[config.mk]
export PLATFORM = sky130hd
export DESIGN_NAME = dag_longest_path_level_weights
export DESIGN_NICKNAME = d
export VERILOG_FILES = /design/src/rtl/core/dlp_pkg.sv /design/src/rtl/core/dag_longest_path_level_weights.sv /design/src/rtl/core/dlp_edge_mem.sv /design/src/rtl/core/dlp_level_mem.sv
export SDC_FILE = /design/constraint.sdc
export NUM_CORES = 2
export LEC_CHECK = 0
export BUFFER_PORTS_ARGS = -buffer_cell sky130_fd_sc_hd__buf_4
export CORE_MARGIN = 2
export CORE_UTILIZATION = 38
export CTS_CLUSTER_SIZE = 8
export DETAILED_ROUTE_END_ITERATION = 6
export MAX_ROUTING_LAYER = met4
export PLACE_DENSITY = 0.53
export SLEW_MARGIN = 0
export SYNTH_ARGS = -nofsm -noshare
export SYNTH_HDL_FRONTEND = slang
export SYNTH_SLANG_ARGS = --single-unit
[constraint.sdc]
create_clock -name clk -period 4 [get_ports clk]
set_input_delay 0.8 -clock clk [delete_from_list [all_inputs] [get_ports clk]]
set_output_delay 0.8 -clock clk [all_outputs]
set_load 0.03 [all_outputs]
[src/rtl/core/dlp_pkg.sv]
// ----------------------------------------------------------------------------
// dlp_pkg
// Shared constants and types for the longest-path layering block.
// ----------------------------------------------------------------------------
package dlp_pkg;

	localparam int DefMaxVertices = 64;
	localparam int DefMaxEdges    = 256;
	localparam int OutLimit       = 64;
	localparam int VtxW           = 6;
	localparam int CountW         = 7;

	localparam logic [1:0] ST_OK      = 2'd0;
	localparam logic [1:0] ST_CYCLE   = 2'd1;
	localparam logic [1:0] ST_OVERFLW = 2'd2;
	localparam logic [1:0] ST_RANGE   = 2'd3;

	localparam logic FUNC_EDGE    = 1'b0;
	localparam logic FUNC_COMPUTE = 1'b1;

endpackage

[src/rtl/core/dag_longest_path_level_weights.sv]
// ----------------------------------------------------------------------------
// dag_longest_path_level_weights
// Longest-path layering of a small DAG held in on-chip memories.
// ----------------------------------------------------------------------------
// Channel  Dir  Handshake      Payload
// in       in   valid / stall  func, left_vertex, right_vertex, left_greater
// out      out  valid / stall  vertex_index, weight, status, last
// cfg      in   cfg_we         cfg_wdata (vertex_count)
//
// A compute runs relaxation passes over the edge memory, each edge in three
// steps (read, level read, write back), at most n-1 passes plus 1 check
// pass; then a max scan over the levels, then a setup step and one result
// per cycle while the output is not stalled. The edge step is the
// read-modify-write loop on the level memory. Reset clears control state and
// the level valid bits. Results stall in the output register; input stalls
// while a run is busy.
// ----------------------------------------------------------------------------
module dag_longest_path_level_weights
	import dlp_pkg::*;
#(
	parameter int MaxVertices = DefMaxVertices,
	parameter int MaxEdges    = DefMaxEdges
) (
	input  logic              clk,
	input  logic              arst_n,
	input  logic              cfg_we,
	input  logic [CountW-1:0] cfg_wdata,
	input  logic              in_valid,
	output logic              in_stall,
	input  logic              func,
	input  logic [VtxW-1:0]   left_vertex,
	input  logic [VtxW-1:0]   right_vertex,
	input  logic              left_greater,
	output logic              out_valid,
	input  logic              out_stall,
	output logic [VtxW-1:0]   vertex_index,
	output logic [VtxW-1:0]   weight,
	output logic [1:0]        status,
	output logic              last
);

	localparam int AddrW = (MaxEdges > 1) ? $clog2(MaxEdges) : 1;
	localparam int TotW  = $clog2(MaxEdges + 1);
	localparam int IdxW  = $clog2(MaxVertices);
	localparam int Lim   = (MaxVertices < OutLimit) ? MaxVertices : OutLimit;

	typedef enum logic [6:0] {
		S_IDLE  = 7'b0000001,
		S_ERD   = 7'b0000010,
		S_LRD   = 7'b0000100,
		S_UPD   = 7'b0001000,
		S_SCAN  = 7'b0010000,
		S_EMIT  = 7'b0100000,
		S_CYC   = 7'b1000000
	} state_t;

	state_t            state_q;
	logic [CountW-1:0] vcount_q;
	logic [TotW-1:0]   etotal_q;
	logic [1:0]        eflags_q;
	logic [TotW-1:0]   eidx_q;
	logic [CountW-1:0] pass_q;
	logic              changed_q;
	logic [CountW-1:0] vi_q;
	logic [VtxW-1:0]   top_q;
	logic [1:0]        st_q;
	logic [CountW-1:0] n_eff;

	logic              ov_q;
	logic [VtxW-1:0]   ov_idx_q, ov_w_q;
	logic [1:0]        ov_st_q;
	logic              ov_last_q;
	logic              ov_load;

	// effective vertex count
	always_comb begin
		if (vcount_q == '0) begin
			n_eff = CountW'(1);
		end else if (32'(vcount_q) > Lim) begin
			n_eff = CountW'(Lim);
		end else begin
			n_eff = vcount_q;
		end
	end

	logic in_acc, out_free;
	assign out_free = !ov_q || !out_stall;
	assign in_stall = (state_q != S_IDLE);
	assign in_acc   = in_valid && !in_stall;
	assign ov_load  = out_free && ((state_q == S_EMIT && vi_q != '0) || state_q == S_CYC);

	// edge memory
	logic [VtxW-1:0]   src_v, dst_v;
	logic              l_ok, r_ok, e_wr;
	logic [2*VtxW-1:0] e_rd;
	assign l_ok  = 32'(left_vertex) < 32'(n_eff);
	assign r_ok  = 32'(right_vertex) < 32'(n_eff);
	assign src_v = left_greater ? left_vertex : right_vertex;
	assign dst_v = left_greater ? right_vertex : left_vertex;
	assign e_wr  = in_acc && func == FUNC_EDGE && l_ok && r_ok
		&& 32'(etotal_q) < MaxEdges;

	dlp_edge_mem #(.MaxEdges(MaxEdges), .AddrW(AddrW)) u_edges (
		.clk     (clk),
		.wr_en   (e_wr),
		.wr_addr (etotal_q[AddrW-1:0]),
		.wr_data ({src_v, dst_v}),
		.rd_addr (eidx_q[AddrW-1:0]),
		.rd_data (e_rd)
	);

	// level memory
	logic [VtxW-1:0] ea, eb, la, lb;
	logic            lv_clr, lv_wr, e_use;
	logic [IdxW-1:0] ra_addr, rb_addr;
	assign ea    = e_rd[2*VtxW-1:VtxW];
	assign eb    = e_rd[VtxW-1:0];
	assign lv_clr = in_acc && func == FUNC_COMPUTE;
	assign e_use  = 32'(ea) < 32'(n_eff) && 32'(eb) < 32'(n_eff);
	logic [VtxW-1:0] eb_s1;
	logic            use_s1;
	assign lv_wr = (state_q == S_UPD) && use_s1 && ({1'b0, lb} < {1'b0, la} + 1'b1);
	assign ra_addr = (state_q == S_SCAN) ? IdxW'(vi_q) : IdxW'(ea);

	// emit read: next vertex when the slot moves on, same vertex while held
	logic [CountW-1:0] emit_rd;
	assign emit_rd = (out_free || vi_q == '0) ? vi_q : vi_q - 1'b1;
	assign rb_addr = (state_q == S_EMIT) ? IdxW'(emit_rd) : IdxW'(eb);

	dlp_level_mem #(.MaxVertices(MaxVertices), .IdxW(IdxW)) u_levels (
		.clk       (clk),
		.arst_n    (arst_n),
		.clear     (lv_clr),
		.wr_en     (lv_wr),
		.wr_addr   (IdxW'(eb_s1)),
		.wr_data   (la + 1'b1),
		.rd_addr_a (ra_addr),
		.rd_data_a (la),
		.rd_addr_b (rb_addr),
		.rd_data_b (lb)
	);

	// sequencer
	logic pass_end;
	assign pass_end = (eidx_q + 1'b1 >= etotal_q);

	always_ff @(posedge clk or negedge arst_n) begin
		if (!arst_n) begin
			state_q   <= S_IDLE;
			vcount_q  <= CountW'(1);
			etotal_q  <= '0;
			eflags_q  <= '0;
			eidx_q    <= '0;
			pass_q    <= '0;
			changed_q <= 1'b0;
			vi_q      <= '0;
			top_q     <= '0;
			st_q      <= ST_OK;
			ov_q      <= 1'b0;
			ov_idx_q  <= '0;
			ov_w_q    <= '0;
			ov_st_q   <= ST_OK;
			ov_last_q <= 1'b0;
		end else begin
			if (cfg_we) begin
				vcount_q <= cfg_wdata;
			end
			if (ov_load) begin
				ov_q <= 1'b1;
			end else if (!out_stall) begin
				ov_q <= 1'b0;
			end
			case (state_q)
				S_IDLE: begin
					if (in_acc && func == FUNC_EDGE) begin
						if (!(l_ok && r_ok)) begin
							eflags_q[0] <= 1'b1;
						end else if (32'(etotal_q) >= MaxEdges) begin
							eflags_q[1] <= 1'b1;
						end else begin
							etotal_q <= etotal_q + 1'b1;
						end
					end else if (in_acc) begin
						st_q      <= eflags_q[0] ? ST_RANGE
							: (eflags_q[1] ? ST_OVERFLW : ST_OK);
						eflags_q  <= '0;
						eidx_q    <= '0;
						pass_q    <= '0;
						changed_q <= 1'b0;
						vi_q      <= '0;
						top_q     <= '0;
						state_q   <= (etotal_q == '0) ? S_SCAN : S_ERD;
					end
				end
				S_ERD: state_q <= S_LRD;
				S_LRD: state_q <= S_UPD;
				S_UPD: begin
					if (lv_wr && !pass_end) begin
						changed_q <= 1'b1;
					end
					if (!pass_end) begin
						eidx_q  <= eidx_q + 1'b1;
						state_q <= S_ERD;
					end else begin
						eidx_q    <= '0;
						changed_q <= 1'b0;
						if (32'(pass_q) + 1 >= 32'(n_eff)) begin
							// check pass: a change means a cycle
							if (changed_q || lv_wr) begin
								if (32'(pass_q) + 1 == 32'(n_eff)) begin
									state_q <= S_CYC;
								end else begin
									pass_q  <= pass_q + 1'b1;
									state_q <= S_ERD;
								end
							end else begin
								state_q <= S_SCAN;
							end
						end else if (changed_q || lv_wr) begin
							pass_q  <= pass_q + 1'b1;
							state_q <= S_ERD;
						end else begin
							state_q <= S_SCAN;
						end
					end
				end
				S_SCAN: begin
					// la is registered, so it holds the level of the previous vertex index
					if (vi_q != '0 && la > top_q) begin
						top_q <= la;
					end
					if (vi_q == n_eff) begin
						vi_q    <= '0;
						state_q <= S_EMIT;
					end else begin
						vi_q <= vi_q + 1'b1;
					end
				end
				S_EMIT: begin
					if (out_free && vi_q != '0) begin
						ov_idx_q  <= VtxW'(vi_q - 1'b1);
						ov_w_q    <= top_q - lb;
						ov_st_q   <= st_q;
						ov_last_q <= (vi_q == n_eff);
						if (vi_q == n_eff) begin
							etotal_q <= '0;
							state_q  <= S_IDLE;
						end else begin
							vi_q <= vi_q + 1'b1;
						end
					end else if (vi_q == '0) begin
						vi_q <= vi_q + 1'b1;
					end
				end
				S_CYC: begin
					if (out_free) begin
						ov_idx_q  <= '0;
						ov_w_q    <= '0;
						ov_st_q   <= ST_CYCLE;
						ov_last_q <= 1'b1;
						etotal_q  <= '0;
						state_q   <= S_IDLE;
					end
				end
				default: state_q <= S_IDLE;
			endcase
		end
	end

	// edge pipeline stage
	always_ff @(posedge clk) begin
		if (state_q == S_LRD) begin
			eb_s1  <= eb;
			use_s1 <= e_use;
		end
	end

	assign out_valid    = ov_q;
	assign vertex_index = ov_idx_q;
	assign weight       = ov_w_q;
	assign status       = ov_st_q;
	assign last         = ov_last_q;

endmodule

[src/rtl/core/dlp_edge_mem.sv]
// ----------------------------------------------------------------------------
// dlp_edge_mem
// Edge store: one write port, one registered read port.
// ----------------------------------------------------------------------------
module dlp_edge_mem
	import dlp_pkg::*;
#(
	parameter int MaxEdges = DefMaxEdges,
	parameter int AddrW    = (MaxEdges > 1) ? $clog2(MaxEdges) : 1
) (
	input  logic                clk,
	input  logic                wr_en,
	input  logic [AddrW-1:0]    wr_addr,
	input  logic [2*VtxW-1:0]   wr_data,
	input  logic [AddrW-1:0]    rd_addr,
	output logic [2*VtxW-1:0]   rd_data
);

	logic [2*VtxW-1:0] mem [MaxEdges];

	// write port
	always_ff @(posedge clk) begin
		if (wr_en) begin
			mem[wr_addr] <= wr_data;
		end
	end

	// registered read port
	always_ff @(posedge clk) begin
		rd_data <= mem[rd_addr];
	end

endmodule

[src/rtl/core/dlp_level_mem.sv]
// ----------------------------------------------------------------------------
// dlp_level_mem
// Vertex level store: two registered read ports, one write port.
// Entries not marked valid read as zero.
// ----------------------------------------------------------------------------
module dlp_level_mem
	import dlp_pkg::*;
#(
	parameter int MaxVertices = DefMaxVertices,
	parameter int IdxW        = $clog2(MaxVertices)
) (
	input  logic             clk,
	input  logic             arst_n,
	input  logic             clear,
	input  logic             wr_en,
	input  logic [IdxW-1:0]  wr_addr,
	input  logic [VtxW-1:0]  wr_data,
	input  logic [IdxW-1:0]  rd_addr_a,
	output logic [VtxW-1:0]  rd_data_a,
	input  logic [IdxW-1:0]  rd_addr_b,
	output logic [VtxW-1:0]  rd_data_b
);

	logic [VtxW-1:0]        mem [MaxVertices];
	logic [MaxVertices-1:0] vld_q;
	logic [VtxW-1:0]        raw_a, raw_b;
	logic                   va_q, vb_q;

	// valid bits, cleared at once at each run
	always_ff @(posedge clk or negedge arst_n) begin
		if (!arst_n) begin
			vld_q <= '0;
		end else if (clear) begin
			vld_q <= '0;
		end else if (wr_en) begin
			vld_q[wr_addr] <= 1'b1;
		end
	end

	always_ff @(posedge clk) begin
		if (wr_en) begin
			mem[wr_addr] <= wr_data;
		end
		raw_a <= mem[rd_addr_a];
		raw_b <= mem[rd_addr_b];
		va_q  <= vld_q[rd_addr_a] & ~clear;
		vb_q  <= vld_q[rd_addr_b] & ~clear;
	end

	assign rd_data_a = va_q ? raw_a : '0;
	assign rd_data_b = vb_q ? raw_b : '0;

endmodule

==> impl_results.html <==
<table>
<tr><th>Metric</th><th>Value</th></tr>
<tr><th colspan="2">Run</th></tr>
<tr><td>Count of max-cap constraint violations</td><td>0</td></tr>
<tr><th colspan="2">Floorplanning</th></tr>
<tr><td>Die Ht</td><td>624.5 um</td></tr>
<tr><td>Site row count</td><td>227</td></tr>
<tr><td>Chip Width</td><td>624.5 um</td></tr>
<tr><td>Effective utilization at floorplan</td><td>38.21%</td></tr>
<tr><td>Count of pins on the block boundary</td><td>43</td></tr>
<tr><td>Die outline area</td><td>390000 um^2</td></tr>
<tr><td>Area of the core</td><td>382900 um^2</td></tr>
<tr><th colspan="2">Place</th></tr>
<tr><td>HPWL after detailed placement</td><td>277800 um</td></tr>
<tr><td>Post-placement cell area</td><td>158100 um^2</td></tr>
<tr><td>Port bufs</td><td>42</td></tr>
<tr><td>Last weighted congestion value of the routability-driven placer</td><td>0.9256</td></tr>
<tr><th colspan="2">GRT</th></tr>
<tr><td>Antenna violations before repair</td><td>46</td></tr>
<tr><td>Via count of the first global-routing pass</td><td>79525</td></tr>
<tr><td>Overflow left after global routing</td><td>0</td></tr>
<tr><td>Global-route usage over all layers</td><td>22.96%</td></tr>
<tr><td>Global-route wire length before repair</td><td>618300 um</td></tr>
<tr><td>Maximum number of pins on one net before global-route repair</td><td>121</td></tr>
<tr><th colspan="2">Clock network</th></tr>
<tr><td>Maximum count of clock buffers along a single path</td><td>4</td></tr>
<tr><td>Clock tree root buffer cell</td><td>clkbuf_16</td></tr>
<tr><td>Sinks on the clock net</td><td>3626</td></tr>
<tr><td>Clock transition at the register clock pins on the worst setup and hold paths after CTS</td><td>0.06 ns</td></tr>
<tr><td>TritonCTS clock tree</td><td>built</td></tr>
<tr><td>Clock Latency Late Sink</td><td>1.04 ns</td></tr>
<tr><td>Total clock buffers created by CTS</td><td>525</td></tr>
<tr><td>Number of H-tree levels</td><td>6</td></tr>
<tr><th colspan="2">Pwr</th></tr>
<tr><td>Design Power</td><td>91.92 mW</td></tr>
<tr><td>Proportion of power drawn by the clock network</td><td>43.8%</td></tr>
<tr><td>Fraction of power spent switching nets</td><td>24.63%</td></tr>
<tr><td>Total net switching power</td><td>22.64 mW</td></tr>
<tr><td>Part of the total power dissipated in sequential elements</td><td>46.5%</td></tr>
<tr><td>VDD IR-drop max</td><td>445.9 uV</td></tr>
<tr><td>Cell-internal power</td><td>69.28 mW</td></tr>
<tr><td>PwrDens</td><td>531.1 nW/um^2</td></tr>
<tr><td>Fraction of power consumed by combinational cells</td><td>9.7%</td></tr>
<tr><td>Static leakage power</td><td>55.08 nW</td></tr>
<tr><th colspan="2">Worst setup path</th></tr>
<tr><td>Classification of the worst setup path</td><td>reg2reg</td></tr>
<tr><td>Number of cells on the critical path</td><td>14</td></tr>
<tr><td>Endpoint arrival time on the critical path</td><td>4.48 ns</td></tr>
<tr><td>Capture instance of the worst register-to-register path</td><td>u_edges.mem[101][0]$_DFFE_PP_</td></tr>
<tr><td>Critical R2R Launch</td><td>vcount_q[6]$_DFFE_PN0P_</td></tr>
<tr><td>Max FO, Critical Path</td><td>64</td></tr>
<tr><td>Sequence of cells on the critical path</td><td>inv_1 -&gt; nand2_1 -&gt; ha_1 -&gt; o211ai_1 -&gt; a21oi_1 -&gt; a21oi_1 -&gt; a31oi_1 -&gt; buf_4 -&gt; nor2_2 -&gt; buf_4 -&gt; nand3_2 -&gt; buf_12 -&gt; nor2_1 -&gt; buf_4</td></tr>
<tr><td>Worst Path Buf+Inv</td><td>5</td></tr>
<tr><td>Maximum single-stage delay on the critical path</td><td>0.46 ns</td></tr>
<tr><td>Setup slack of the most critical reg-to-reg path</td><td>0.16 ns</td></tr>
<tr><td>Critical path endpoint</td><td>u_edges.mem[101][0]$_DFFE_PP_</td></tr>
<tr><td>Setup crit start</td><td>vcount_q[6]$_DFFE_PN0P_</td></tr>
<tr><td>Master of the slowest instance on the critical path</td><td>dfrtp_1</td></tr>
<tr><td>Critical path's most frequent cell</td><td>buf_4</td></tr>
<tr><td>Worst Reg-to-Reg Cells</td><td>14</td></tr>
<tr><td>Data required, critical path</td><td>4.64 ns</td></tr>
<tr><td>Element type at the critical path start</td><td>register</td></tr>
<tr><td>CP delay by family, top</td><td>buffers and inverters</td></tr>
<tr><td>Worst setup EP type</td><td>register</td></tr>
<tr><th colspan="2">Detailed routing</th></tr>
<tr><td>Via-to-Cell Ratio</td><td>5.871</td></tr>
<tr><td>Via total after detailed routing</td><td>79776</td></tr>
<tr><td>First drt pass iteration count</td><td>7</td></tr>
<tr><td>Total Routed Length</td><td>439400 um</td></tr>
<tr><td>Routed wire length per instance</td><td>32.34 um</td></tr>
<tr><td>Remaining antenna violation count after routing</td><td>0</td></tr>
<tr><td>Number of design-rule violations left by the first detailed-router iteration</td><td>10167</td></tr>
<tr><td>Post-route DRC</td><td>14</td></tr>
<tr><th colspan="2">Synthesis</th></tr>
<tr><td>Summed instance area of the synthesized netlist</td><td>146300 um^2</td></tr>
<tr><td>Number of storage elements in the synthesis netlist</td><td>3626</td></tr>
<tr><td>Post-synth ARST share</td><td>3.778%</td></tr>
<tr><td>Synthesized netlist net count</td><td>7609</td></tr>
<tr><td>Sequential share of the synthesized area</td><td>73.78%</td></tr>
<tr><td>Number of warnings reported in the yosys synthesis log</td><td>0</td></tr>
<tr><td>Number of distinct standard cells referenced by the synthesized netlist</td><td>80</td></tr>
<tr><td>Most used flip-flop cell after synthesis</td><td>edfxtp_1</td></tr>
<tr><td>Count of mapped cells out of synthesis</td><td>7523</td></tr>
<tr><td>Count of flip-flops with a built-in enable after synthesis</td><td>3463</td></tr>
<tr><td>Post-synthesis average cell area</td><td>19.45 um^2</td></tr>
<tr><th colspan="2">Cells and area</th></tr>
<tr><td>Area overhead of the layout relative to synthesis</td><td>18.31%</td></tr>
<tr><td>Share of cells above drive strength 1</td><td>28.54%</td></tr>
<tr><td>Most common library cell in the layout ignoring fill and taps</td><td>edfxtp_1</td></tr>
<tr><td># nets final</td><td>8439</td></tr>
<tr><td>Top library cells by usage in the layout, fill and taps aside</td><td>edfxtp_1 (3463), mux4_2 (1017), nand2_1 (740), buf_4 (633), clkbuf_16 (532)</td></tr>
<tr><td>Final standard cell area without fillers</td><td>173100 um^2</td></tr>
<tr><td>Final-layout fill cell count</td><td>32334</td></tr>
<tr><th colspan="2">STA</th></tr>
<tr><td>Final Critical Period</td><td>3.844 ns</td></tr>
<tr><td>Total of endpoints with negative setup slack in the final report</td><td>0</td></tr>
<tr><td>Ratio of final minimum period to clock period</td><td>96.11%</td></tr>
<tr><td>Unrepaired setup endpoints after global routing</td><td>no</td></tr>
<tr><td>Clock Skews</td><td>0.09126 ns</td></tr>
<tr><td>Top achievable clock speed</td><td>260.1 MHz</td></tr>
<tr><td>Final max-slew violation count</td><td>0</td></tr>
<tr><td>Final Hold Viols</td><td>0</td></tr>
<tr><td>Worst slew slack as a fraction of its limit</td><td>0.4530%</td></tr>
<tr><td>Measured slew at the worst slew-check pin</td><td>1.493 ns</td></tr>
<tr><th colspan="2">Min path</th></tr>
<tr><td>Worst hold-check path type</td><td>in2reg</td></tr>
<tr><th colspan="2">Status</th></tr>
<tr><td>Violations in the final reports</td><td>design-rule violations</td></tr>
<tr><td>Outcome</td><td>finished with violations</td></tr>
</table>
area by class of cell:
| cell class | count | area, um^2 | area share [%] |
|---|---|---|---|
| sequential | 3626 | 108000 | 62.38 |
| multi-input combinational | 3410 | 36630 | 21.16 |
| clock buffer | 616 | 13640 | 7.880 |
| timing repair buffer | 754 | 7106 | 4.106 |
| tap | 5038 | 6304 | 3.642 |
| clock inverter | 56 | 1165 | 0.6731 |
| inverter | 36 | 140.1 | 0.08097 |
| antenna | 52 | 130.1 | 0.07519 |
power groups by stage:
stage | clock, mW | sequential (mW) | combinational, mW
2_1_floorplan | 0 | 43.5 | 4.58
3_3_place_gp | 0 | 43.4 | 8.69
3_5_place_dp | 0 | 43.4 | 8.80
4_1_cts | 41.1 | 42.7 | 8.83
5_1_grt | 42.6 | 42.7 | 9.38
6_report | 40.3 | 42.8 | 8.88
cells in the mapped netlist (5+ instances only):
library cell	count	area, um^2
edfxtp_1	3463	104000
mux4_2	1017	22900
nand2_1	742	2785
nor2_1	395	1483
clkbuf_1	247	927.1
nand3_1	208	1041
buf_2	150	750.7
dfrtp_1	135	3378
mux2i_1	100	1001
and3_1	97	606.8
a311oi_1	87	762.0
o21a_1	74	555.5
o21ai_0	74	370.4
a21oi_1	62	310.3
ha_1	59	738.2
a211oi_1	53	397.9
nor4_1	49	306.5
o22ai_1	42	262.8
buf_1	39	146.4
a31oi_1	37	231.5
inv_1	36	135.1
dfxtp_1	26	520.5
o31ai_1	25	187.7
a21o_1	24	180.2
mux2_2	23	259.0
and2_1	21	131.4
nand2b_1	20	125.1
xnor2_1	20	175.2
a32o_1	16	160.2
nor3_1	15	75.07
buf_4	14	105.1
nand4_1	12	75.07
xor2_1	10	87.58
nor2b_1	9	56.30
or3_1	9	56.30
o211ai_1	8	60.06
nor4b_1	7	61.31
o21ai_1	7	35.03
a2111oi_0	6	52.55
nand3b_1	6	45.04
o221ai_1	6	52.55
a211o_1	5	43.79
a221oi_1	5	43.79
or2_2	5	31.28
how the worst min path moves through the flow:
stage	startpoint	to	slack, ns	cells after the start
finish	cfg_wdata[1]	vcount_q[1]$_DFFE_PN0P_	0.06	2
global placement	st_q[1]$_DFFE_PN0P_	st_q[1]$_DFFE_PN0P_	0.45	2
CTS	cfg_wdata[1]	vcount_q[1]$_DFFE_PN0P_	0.004	2
floorplan	u_edges.rd_data[5]$_DFF_P_	eb_s1[5]$_DFFE_PP_	0.44	0
global route	cfg_wdata[1]	vcount_q[1]$_DFFE_PN0P_	0.05	2
detailed placement	st_q[1]$_DFFE_PN0P_	st_q[1]$_DFFE_PN0P_	0.46	2
per-layer routing:
metal	wire, um	vias up	part of all wire (%)	track usage (%)
met1	182800	42724	42	31.45
li1	-	32445	-	-
met2	206700	3905	47	34.96
met5	0	-	0	-
met3	37130	702	8.4	4.555
met4	12770	0	2.9	6.739
what timing repair did:
action                                  CTS  global route
endpoints found under the hold margin    38             0
setup buffers                             0             0
endpoints found under the setup margin    0          1081
hold buffers                              6             0
gates resized for setup                   0             3
through the flow:
| step | TNS [ns] | hold WS, ns | setup WS [ns] | cells | util [%] |
|---|---|---|---|---|---|
| global placement | 0 | 0.4541 | 0.03568 | 12858 | 41.28 |
| floorplan | 0 | 0.4366 | 0.3661 | 7523 | - |
| global route | 0 | 0.04667 | 0.01728 | 13573 | 45.19 |
| CTS | 0 | 0.003719 | 0.01476 | 13536 | 45.17 |
| finish | 0 | 0.06498 | 0.1555 | 13588 | 45.20 |
| detailed placement | -0.02616 | 0.4646 | -0.002456 | 12858 | 41.28 |
registers in the layout (all words and copies together) (netlist names), 6 cells and up:
signal	cells
eb_s1	6
eidx_q	9
etotal_q	9
pass_q	7
state_q	7
top_q	6
u_edges.mem	3072
u_edges.rd_data	12
u_levels.mem	384
u_levels.raw_a	6
u_levels.raw_b	6
u_levels.vld_q	64
vcount_q	7
vertex_index	6
vi_q	7
weight	6
kinds of logic after synthesis:
family	after synthesis	synth area share (%)
and+or+nand+nor	1615	4.831
DFF	3626	73.78
xor gates and xnor gates	30	0.1796
muxes	1141	16.53
AOI/OAI and AO/OA	563	2.733
buffers and inverters	487	1.419
adders and majority gates	61	0.5251
No activity file was read; power rests on OpenSTA's default activity.
